===== config.mk =====
export PLATFORM = sky130hd
export DESIGN_NAME = anchor_distance_box_decoder
export DESIGN_NICKNAME = d
export VERILOG_FILES = /design/src/rtl/core/adbd_pkg.sv /design/src/rtl/core/anchor_distance_box_decoder.sv
export SDC_FILE = /design/constraint.sdc
export NUM_CORES = 1
export LEC_CHECK = 0
export ABC_AREA = 1
export BUFFER_PORTS_ARGS = -buffer_cell sky130_fd_sc_hd__buf_2
export CAP_MARGIN = 0
export CELL_PAD_IN_SITES_DETAIL_PLACEMENT = 1
export CELL_PAD_IN_SITES_GLOBAL_PLACEMENT = 2
export CORE_ASPECT_RATIO = 1.75
export CORE_MARGIN = 2
export CORE_UTILIZATION = 35
export DETAILED_ROUTE_END_ITERATION = 16
export GPL_TIMING_DRIVEN = 0
export MAX_ROUTING_LAYER = met4
export PLACE_DENSITY_LB_ADDON = 0.1
export SLEW_MARGIN = 20
export SYNTH_ARGS = -nofsm -noshare
export SYNTH_HDL_FRONTEND = slang
export SYNTH_SLANG_ARGS = --single-unit

===== constraint.sdc =====
create_clock -name clk -period 11.27 [get_ports clk]
set_clock_uncertainty 0.2 [all_clocks]
set_input_delay 1.127 -clock clk [delete_from_list [all_inputs] [get_ports clk]]
set_output_delay 1.127 -clock clk [all_outputs]
set_load 0.02 [all_outputs]

===== src/rtl/core/adbd_pkg.sv =====
`timescale 1ns / 1ps
// Shared constants of the anchor distance box decoder: register map, field widths, defaults.
package adbd_pkg;

	// Default sizing of the decoder
	localparam int unsigned ANCHORS_PER_CELL_DEF = 2;
	localparam int unsigned MAX_NET_DIM_DEF      = 2048;
	localparam int unsigned NUM_LEVELS_DEF       = 3;

	// Configuration port
	localparam int unsigned CFG_ADDR_W = 2;
	localparam int unsigned CFG_DATA_W = 16;

	localparam logic [CFG_ADDR_W-1:0] REG_SCORE_THRESHOLD = 2'd0;
	localparam logic [CFG_ADDR_W-1:0] REG_NET_WIDTH       = 2'd1;
	localparam logic [CFG_ADDR_W-1:0] REG_NET_HEIGHT      = 2'd2;

	// Register widths and reset values
	localparam int unsigned THRESHOLD_W = 16;
	localparam int unsigned SIZE_REG_W  = 12;

	localparam logic [THRESHOLD_W-1:0] THRESHOLD_RST  = 16'd32768;
	localparam logic [SIZE_REG_W-1:0]  NET_WIDTH_RST  = 12'd640;
	localparam logic [SIZE_REG_W-1:0]  NET_HEIGHT_RST = 12'd640;

	// Item fields
	localparam int unsigned SCORE_W     = 16;
	localparam int unsigned DIST_W      = 16;
	localparam int unsigned COORD_W     = 15;
	localparam int unsigned LEVEL_OUT_W = 2;

	localparam int unsigned IN_TDATA_W  = 80;
	localparam int unsigned OUT_FIELD_W = 4 * COORD_W + SCORE_W;
	localparam int unsigned OUT_TDATA_W = 80;

	// Fixed point: distances and positions in Q.10, boxes in Q.4
	localparam int unsigned Q10_FRAC     = 10;
	localparam int unsigned ROUND_SHIFT  = 6;
	localparam int unsigned ROUND_HALF   = 32;
	localparam int unsigned BASE_SHIFT   = 3;
	localparam logic [COORD_W-1:0] COORD_MAX = 15'h7FFF;

endpackage


===== src/rtl/core/anchor_distance_box_decoder.sv =====
`timescale 1ns / 1ps
// Anchor distance box decoder: scan tracking, box decode, clamp and output stage.

// Takes one anchor prediction per item and tracks the scan position (level with stride
// 8 << level, row, column, anchor) itself; an item with frame_start set restarts the scan.
// A prediction whose score reaches score_threshold becomes a box in Q11.4 pixels, clamped
// to the network size and sent only if its width and height are nonzero. One item is
// accepted every cycle while the result side takes its results; a result leaves through
// an input stage that holds the settled scan position and a result register. Back-pressure
// on the result side holds the result register; the input stage still takes one more item
// while it is empty, and after that the input stalls. Write configuration only while no
// item is in flight.
module anchor_distance_box_decoder #(
	parameter int unsigned ANCHORS_PER_CELL = adbd_pkg::ANCHORS_PER_CELL_DEF,
	parameter int unsigned MAX_NET_DIM      = adbd_pkg::MAX_NET_DIM_DEF,
	parameter int unsigned NUM_LEVELS       = adbd_pkg::NUM_LEVELS_DEF
) (
	input  logic                                   clk,
	input  logic                                   arst_n,
	// configuration
	input  logic                                   cfg_we,
	input  logic [adbd_pkg::CFG_ADDR_W-1:0]        cfg_addr,
	input  logic [adbd_pkg::CFG_DATA_W-1:0]        cfg_wdata,
	// prediction items
	input  logic                                   s_axis_tvalid,
	output logic                                   s_axis_tready,
	// score[15:0], dist_left[31:16], dist_top[47:32], dist_right[63:48], dist_bottom[79:64]
	input  logic [adbd_pkg::IN_TDATA_W-1:0]        s_axis_tdata,
	// frame_start[0]
	input  logic                                   s_axis_tuser,
	// box items
	output logic                                   m_axis_tvalid,
	input  logic                                   m_axis_tready,
	// box_left[14:0], box_top[29:15], box_width[44:30], box_height[59:45],
	// confidence[75:60], zero fill[79:76]
	output logic [adbd_pkg::OUT_TDATA_W-1:0]       m_axis_tdata,
	// scale_level[1:0]
	output logic [adbd_pkg::LEVEL_OUT_W-1:0]       m_axis_tuser
);

	localparam int unsigned LW   = (NUM_LEVELS > 1) ? $clog2(NUM_LEVELS) : 1;
	localparam int unsigned AW   = $clog2(ANCHORS_PER_CELL + 1);
	localparam int unsigned SZW  = $clog2(MAX_NET_DIM + 1);
	localparam int unsigned GMAX = MAX_NET_DIM >> adbd_pkg::BASE_SHIFT;
	localparam int unsigned CW   = $clog2(GMAX + 1);
	localparam int unsigned SHW  = $clog2(NUM_LEVELS + adbd_pkg::BASE_SHIFT);
	// position minus distance, before the stride shift
	localparam int unsigned DW   = ((CW + adbd_pkg::Q10_FRAC + 1 > adbd_pkg::DIST_W) ?
		CW + adbd_pkg::Q10_FRAC + 1 : adbd_pkg::DIST_W) + 1;
	localparam int unsigned PW   = DW + NUM_LEVELS + adbd_pkg::BASE_SHIFT - 1;
	localparam int unsigned CLW  = SZW + adbd_pkg::Q10_FRAC;
	localparam int unsigned MW   = (PW > CLW) ? PW : CLW;
	localparam int unsigned RW   = CLW + 1 - adbd_pkg::ROUND_SHIFT;

	localparam int unsigned CW_ = adbd_pkg::COORD_W;

	// configuration registers
	logic [adbd_pkg::THRESHOLD_W-1:0] threshold_q;
	logic [adbd_pkg::SIZE_REG_W-1:0]  net_width_q;
	logic [adbd_pkg::SIZE_REG_W-1:0]  net_height_q;

	// scan position
	logic [LW-1:0] level_q;
	logic [CW-1:0] row_q;
	logic [CW-1:0] col_q;
	logic [AW-1:0] anchor_q;

	// input stage
	logic                                  valid_s1;
	logic                                  ok_s1;
	logic [adbd_pkg::SCORE_W-1:0]          score_s1;
	logic signed [adbd_pkg::DIST_W-1:0]    dl_s1, dt_s1, dr_s1, db_s1;
	logic [LW-1:0]                         level_s1;
	logic [CW-1:0]                         row_s1;
	logic [CW-1:0]                         col_s1;

	// result register
	logic                                  out_valid_q;
	logic [CW_-1:0]                        box_left_q, box_top_q, box_width_q, box_height_q;
	logic [adbd_pkg::SCORE_W-1:0]          confidence_q;
	logic [LW-1:0]                         level_q2;

	logic in_acc;
	logic out_load;

	logic [SZW-1:0] eff_w, eff_h;
	logic [CW-1:0]  grid_w [NUM_LEVELS];
	logic [CW-1:0]  grid_h [NUM_LEVELS];
	logic [NUM_LEVELS-1:0] level_used;

	logic [LW-1:0] cur_level;
	logic [CW-1:0] cur_row, cur_col;
	logic [AW-1:0] cur_anchor;
	logic [LW-1:0] set_level;
	logic [CW-1:0] set_row, set_col;
	logic [AW-1:0] set_anchor;
	logic          set_ok;

	function automatic logic [CW_-1:0] to_coord(input logic signed [PW-1:0] q,
		input logic [CLW-1:0] hi);
		logic [MW-1:0]  qu;
		logic [CLW-1:0] c;
		logic [CLW:0]   rnd;
		logic [RW-1:0]  r;
		qu = MW'(q);
		if (q < 0) begin
			c = '0;
		end else if (qu > MW'(hi)) begin
			c = hi;
		end else begin
			c = CLW'(qu);
		end
		rnd = {1'b0, c} + (CLW + 1)'(adbd_pkg::ROUND_HALF);
		r = RW'(rnd >> adbd_pkg::ROUND_SHIFT);
		return (32'(r) > 32'(adbd_pkg::COORD_MAX)) ? adbd_pkg::COORD_MAX : CW_'(r);
	endfunction

	assign in_acc        = s_axis_tvalid && s_axis_tready;
	assign out_load      = !out_valid_q || m_axis_tready;
	assign s_axis_tready = !valid_s1 || out_load;

	// sizes above the supported maximum act as the maximum
	assign eff_w = (13'(net_width_q) > 13'(MAX_NET_DIM)) ? SZW'(MAX_NET_DIM) : SZW'(net_width_q);
	assign eff_h = (13'(net_height_q) > 13'(MAX_NET_DIM)) ? SZW'(MAX_NET_DIM) :
		SZW'(net_height_q);

	always_comb begin
		for (int l = 0; l < NUM_LEVELS; l++) begin
			grid_w[l]     = CW'(eff_w >> (l + adbd_pkg::BASE_SHIFT));
			grid_h[l]     = CW'(eff_h >> (l + adbd_pkg::BASE_SHIFT));
			level_used[l] = (grid_w[l] != '0) && (grid_h[l] != '0);
		end
	end

	// Settle the scan position for the incoming item: step past a finished cell or line,
	// else move to the next level that has cells, wrapping after the last one.
	always_comb begin
		logic [AW-1:0] a1;
		logic [CW-1:0] c1, r1;
		logic          here_ok;
		logic          found;
		logic [LW-1:0] next_level;
		cur_level  = s_axis_tuser ? '0 : level_q;
		cur_row    = s_axis_tuser ? '0 : row_q;
		cur_col    = s_axis_tuser ? '0 : col_q;
		cur_anchor = s_axis_tuser ? '0 : anchor_q;
		a1 = cur_anchor;
		c1 = cur_col;
		r1 = cur_row;
		if (cur_anchor >= AW'(ANCHORS_PER_CELL)) begin
			a1 = '0;
			c1 = cur_col + 1'b1;
		end
		if (c1 >= grid_w[cur_level]) begin
			c1 = '0;
			a1 = '0;
			r1 = cur_row + 1'b1;
		end
		here_ok = (r1 < grid_h[cur_level]) && (grid_w[cur_level] != '0);
		found      = 1'b0;
		next_level = '0;
		for (int k = 1; k <= NUM_LEVELS; k++) begin
			int idx;
			idx = int'(cur_level) + k;
			if (idx >= NUM_LEVELS) begin
				idx = idx - NUM_LEVELS;
			end
			if (!found && level_used[idx]) begin
				found      = 1'b1;
				next_level = LW'(idx);
			end
		end
		if (here_ok) begin
			set_ok     = 1'b1;
			set_level  = cur_level;
			set_row    = r1;
			set_col    = c1;
			set_anchor = a1;
		end else begin
			set_ok     = found;
			set_level  = next_level;
			set_row    = '0;
			set_col    = '0;
			set_anchor = '0;
		end
	end

	always_ff @(posedge clk or negedge arst_n) begin
		if (!arst_n) begin
			threshold_q  <= adbd_pkg::THRESHOLD_RST;
			net_width_q  <= adbd_pkg::NET_WIDTH_RST;
			net_height_q <= adbd_pkg::NET_HEIGHT_RST;
		end else if (cfg_we) begin
			unique case (cfg_addr)
				adbd_pkg::REG_SCORE_THRESHOLD: threshold_q <= cfg_wdata;
				adbd_pkg::REG_NET_WIDTH: net_width_q <= cfg_wdata[adbd_pkg::SIZE_REG_W-1:0];
				adbd_pkg::REG_NET_HEIGHT: net_height_q <= cfg_wdata[adbd_pkg::SIZE_REG_W-1:0];
				default: ;
			endcase
		end
	end

	// advance the scan on every accepted item; with no cell anywhere, park it at home
	always_ff @(posedge clk or negedge arst_n) begin
		if (!arst_n) begin
			level_q  <= '0;
			row_q    <= '0;
			col_q    <= '0;
			anchor_q <= '0;
		end else if (in_acc) begin
			if (set_ok) begin
				level_q  <= set_level;
				row_q    <= set_row;
				col_q    <= set_col;
				anchor_q <= set_anchor + 1'b1;
			end else begin
				level_q  <= '0;
				row_q    <= '0;
				col_q    <= '0;
				anchor_q <= '0;
			end
		end
	end

	always_ff @(posedge clk or negedge arst_n) begin
		if (!arst_n) begin
			valid_s1 <= 1'b0;
		end else if (s_axis_tready) begin
			valid_s1 <= s_axis_tvalid;
		end
	end

	always_ff @(posedge clk) begin
		if (in_acc) begin
			ok_s1    <= set_ok;
			score_s1 <= s_axis_tdata[15:0];
			dl_s1    <= s_axis_tdata[31:16];
			dt_s1    <= s_axis_tdata[47:32];
			dr_s1    <= s_axis_tdata[63:48];
			db_s1    <= s_axis_tdata[79:64];
			level_s1 <= set_level;
			row_s1   <= set_row;
			col_s1   <= set_col;
		end
	end

	// box decode from the input stage
	logic [SHW-1:0]       sh;
	logic signed [DW-1:0] pos_x, pos_y;
	logic signed [PW-1:0] dx1, dy1, dx2, dy2;
	logic [CLW-1:0]       hi_w, hi_h;
	logic [CW_-1:0]       x1, y1, x2, y2;
	logic                 hit;

	always_comb begin
		sh    = SHW'(level_s1) + SHW'(adbd_pkg::BASE_SHIFT);
		pos_x = DW'($signed({1'b0, col_s1, {adbd_pkg::Q10_FRAC{1'b0}}}));
		pos_y = DW'($signed({1'b0, row_s1, {adbd_pkg::Q10_FRAC{1'b0}}}));
		dx1   = PW'(pos_x - DW'(dl_s1));
		dy1   = PW'(pos_y - DW'(dt_s1));
		dx2   = PW'(pos_x + DW'(dr_s1));
		dy2   = PW'(pos_y + DW'(db_s1));
		hi_w  = {SZW'(eff_w - 1'b1), {adbd_pkg::Q10_FRAC{1'b0}}};
		hi_h  = {SZW'(eff_h - 1'b1), {adbd_pkg::Q10_FRAC{1'b0}}};
		x1    = to_coord(dx1 <<< sh, hi_w);
		y1    = to_coord(dy1 <<< sh, hi_h);
		x2    = to_coord(dx2 <<< sh, hi_w);
		y2    = to_coord(dy2 <<< sh, hi_h);
		hit   = ok_s1 && (score_s1 >= threshold_q) && (x2 > x1) && (y2 > y1);
	end

	always_ff @(posedge clk or negedge arst_n) begin
		if (!arst_n) begin
			out_valid_q <= 1'b0;
		end else if (out_load) begin
			out_valid_q <= valid_s1 && hit;
		end
	end

	always_ff @(posedge clk) begin
		if (out_load) begin
			box_left_q   <= x1;
			box_top_q    <= y1;
			box_width_q  <= x2 - x1;
			box_height_q <= y2 - y1;
			confidence_q <= score_s1;
			level_q2     <= level_s1;
		end
	end

	assign m_axis_tvalid = out_valid_q;
	assign m_axis_tdata  = {{(adbd_pkg::OUT_TDATA_W - adbd_pkg::OUT_FIELD_W){1'b0}},
		confidence_q, box_height_q, box_width_q, box_top_q, box_left_q};
	assign m_axis_tuser  = adbd_pkg::LEVEL_OUT_W'(level_q2);

	a_box_not_empty: assert property (@(posedge clk) disable iff (!arst_n)
		out_valid_q |-> (box_width_q != '0) && (box_height_q != '0))
		else $error("box sent with zero width or height");

	a_level_range: assert property (@(posedge clk) disable iff (!arst_n)
		32'(level_q) < NUM_LEVELS)
		else $error("scan level out of range");

	a_anchor_range: assert property (@(posedge clk) disable iff (!arst_n)
		32'(anchor_q) <= ANCHORS_PER_CELL)
		else $error("anchor index beyond cell");

	a_frame_restart: assert property (@(posedge clk) disable iff (!arst_n)
		in_acc && s_axis_tuser && level_used[0] |=>
		ok_s1 && (level_s1 == '0) && (row_s1 == '0) && (col_s1 == '0))
		else $error("frame start did not restart the scan");

	a_out_level: assert property (@(posedge clk) disable iff (!arst_n)
		out_valid_q |-> 32'(level_q2) < NUM_LEVELS)
		else $error("result carries an unknown level");

endmodule

==> results.yml <==
status:
  status: "finished, final reports clean"
synth:
  syn_area_per_cell_um2: 6.95
  yosysSeqAreaShare_pct: 31.7
  synthFlopType: "edfxtp_1"
  ys_seq_elements: 243
  async_reset_ff_share_pct: 26.3
  synth_edf_count: 179
  yosysWarningCount: 0
  syn_inst: 3173
  syn-cell-area_um2: 22000
  ys_types: 64
clock_network:
  cts_max_path_buffers: 3
  cts_hold_buf: 0
  ctsHtreeMaxLevel: 1
  cts_tree: "yes"
  clock_latency_ns: 0.60
  clk_pin_slew_ns: 0.06
  cts-root-buf: "clkbuf_16"
  cts_buffers: 25
  cts_sinks: 243
route:
  wire_per_inst_um: 20.5
  num_vias: 21800
  wl_mm: 86.2
  dr.pass1.iters: 5
  initialDrtViolationCount: 796
  route.detailed.drc: 0
  vias_per_cell: 5.18
  postRouteAntennaNets: 0
flow_run:
  max-cap-violations: 0
worst_setup_path:
  cp_common_cell: "nand2_1"
  crit_path_end_kind: "flop"
  cp.required_ns: 11.58
  rr_startpoint: "level_s1[0]"
  critPathCapture: "m_axis_tvalid"
  max_stage_delay_ns: 0.47
  r2r_slack_ns: 0.68
  critPathLaunchType: "flop"
  worst_r2r_endpoint: "m_axis_tvalid"
  crit_start: "level_s1[0]"
  critPathMaxFanout: 10
  ff2ff_path_depth: 56
  worstSetupPathType: "reg -> reg"
  worst_path_max_delay_cell: "edfxtp_1"
  critPathArrivalTime_ns: 10.90
floorplanning:
  initial_core_util_pct: 35.4
  ioPinCount: 188
  rows: 121
  dieHeight_um: 336
  die_x_um: 194
  core_um2: 62200
  die_area_um2: 65100
grt:
  antenna_found_initial: 1
  grt_pass1_wl_mm: 133
  grt_pass1_vias: 23300
  grt_usage_pct: 27.1
  grt_max_degree: 60
  overflow: 0
layout:
  fin_nets: 3659
  layout_common_cells: "858 x nand2_1, 428 x inv_1, 319 x nor2_1"
  drive_above_1_share_pct: 11.4
  syn2layout_area_growth_pct: 12.9
  final_common_cell: "nand2_1"
  antenna_cells: 0
sta:
  whs_ns: 0.219
  hold_violations: 0
  final.period_utilization_pct: 94.0
  worst_pin_slew_ns: 1.02
  setup_violations: 0
  maxSlewHeadroom_pct: 31.8
  fin_setup_tns_ns: 0
  slew_viol_final: 0
  period_needed_ns: 10.59
  rsz0062_at_grt: "false"
  fmax_ghz: 0.0944
placement:
  dp_hpwl_mm: 73.9
  port_buffers: 183
  gp_congestion: 0.972
worst_hold_path:
  hold_class: "in -> async"
stage by stage:
stage                     setup slack [ns]  utilization, %  area, µm²  cells
final                                0.676            40.0      24900   4206
after global routing               0.00176            40.0      24900   4206
after CTS                            0.267            40.0      24900   4207
after detailed placement             0.315            38.7      24100   4162
after global placement               0.558            38.5      24000   4158
after floorplan                       3.33               -      22100   3176
synthesized netlist by cell type (7+ instances only):
library cell    n  share of area, %
edfxtp_1      179                24
buf_4          21              0.72
o21ai_1        18              0.41
buf_1           7              0.12
o21bai_1       10              0.34
inv_2          14              0.24
or2_2           9              0.26
mux2i_1        13              0.59
a31oi_1        12              0.34
nand2_1       859                15
o21a_1         23              0.78
ha_1          162               9.2
nand4_1        55               1.6
nand3b_1       10              0.34
nand2_2        26              0.74
nor3_1         32              0.73
nand3_1       300               6.8
o21ai_0       215               4.9
nor2_1        319               5.4
nand3_2        11              0.50
xnor2_1        31               1.2
buf_6          16              0.82
a21oi_1       109               2.5
clkbuf_1       33              0.56
dfrtp_1        59               6.7
buf_2          21              0.48
nor2_2         16              0.45
xor2_1         73               2.9
inv_1         428               7.3
cell type report:
| type | instances | area [µm²] |
|---|---|---|
| well taps | 799 | 1000 |
| plain buffers | 99 | 619 |
| clock inverters | 14 | 144 |
| clock buffers | 31 | 668 |
| repair buffers | 187 | 1010 |
| multi-input cells | 2390 | 12800 |
| flip-flops and latches | 243 | 6980 |
| fillers | 8043 | 37300 |
| inverters | 443 | 1660 |
flip-flops by register name (all words and copies together) (netlist names), 16 cells and up:
register	count
confidence_q	16
db_s1	16
dl_s1	16
dr_s1	16
dt_s1	16
score_s1	16
threshold_q	16
cell families (layout without fill, tap and decap cells):
family | count (synthesis) | in the layout | share of synthesized area, %
compound gates | 438 | 438 | 11.1
xor+xnor | 104 | 104 | 4.13
fa+ha+maj | 166 | 166 | 9.56
buf+inv | 543 | 774 | 10.3
flops | 243 | 243 | 31.7
mux | 13 | 13 | 0.590
other cells | 1 | 4 | 0.0170
simple gates | 1665 | 1665 | 32.5
critical path, delay by kind of cell, from the launching register on:
family	cells	cell delay, ns
AOI/OAI and AO/OA	12	2.30
adders and majority gates	4	1.05
buffers and inverters	16	3.29
DFF	1	0.47
and+or+nand+nor	24	3.11
how the worst min path moves through the flow:
stage | endpoint | slack, ns
2_1_floorplan | confidence_q[0] | 0.23
3_3_place_gp | confidence_q[5] | 0.25
3_5_place_dp | confidence_q[1] | 0.24
4_1_cts | threshold_q[1] | 0.19
5_1_grt | threshold_q[1] | 0.21
6_report | threshold_q[1] | 0.22
timing repair:
| action | 4_1_cts | 5_1_grt |
|---|---|---|
| gates resized for setup | 0 | 9 |
| setup buffers | 0 | 0 |
| endpoints found under the setup margin | 0 | 3 |
metal layers:
metal | wire (µm) | up-vias | global-route usage (%)
met2 | 45800 | 366 | 51.2
met4 | 3820 | 0 | 11.2
met5 | 0 | - | -
li1 | - | 10800 | -
met1 | 34500 | 10400 | 29.1
met3 | 2130 | 133 | 1.85
Power is left out: the tool's default activity adds up to more than one toggle a clock period on the data nets, which glitch-free logic cannot reach.
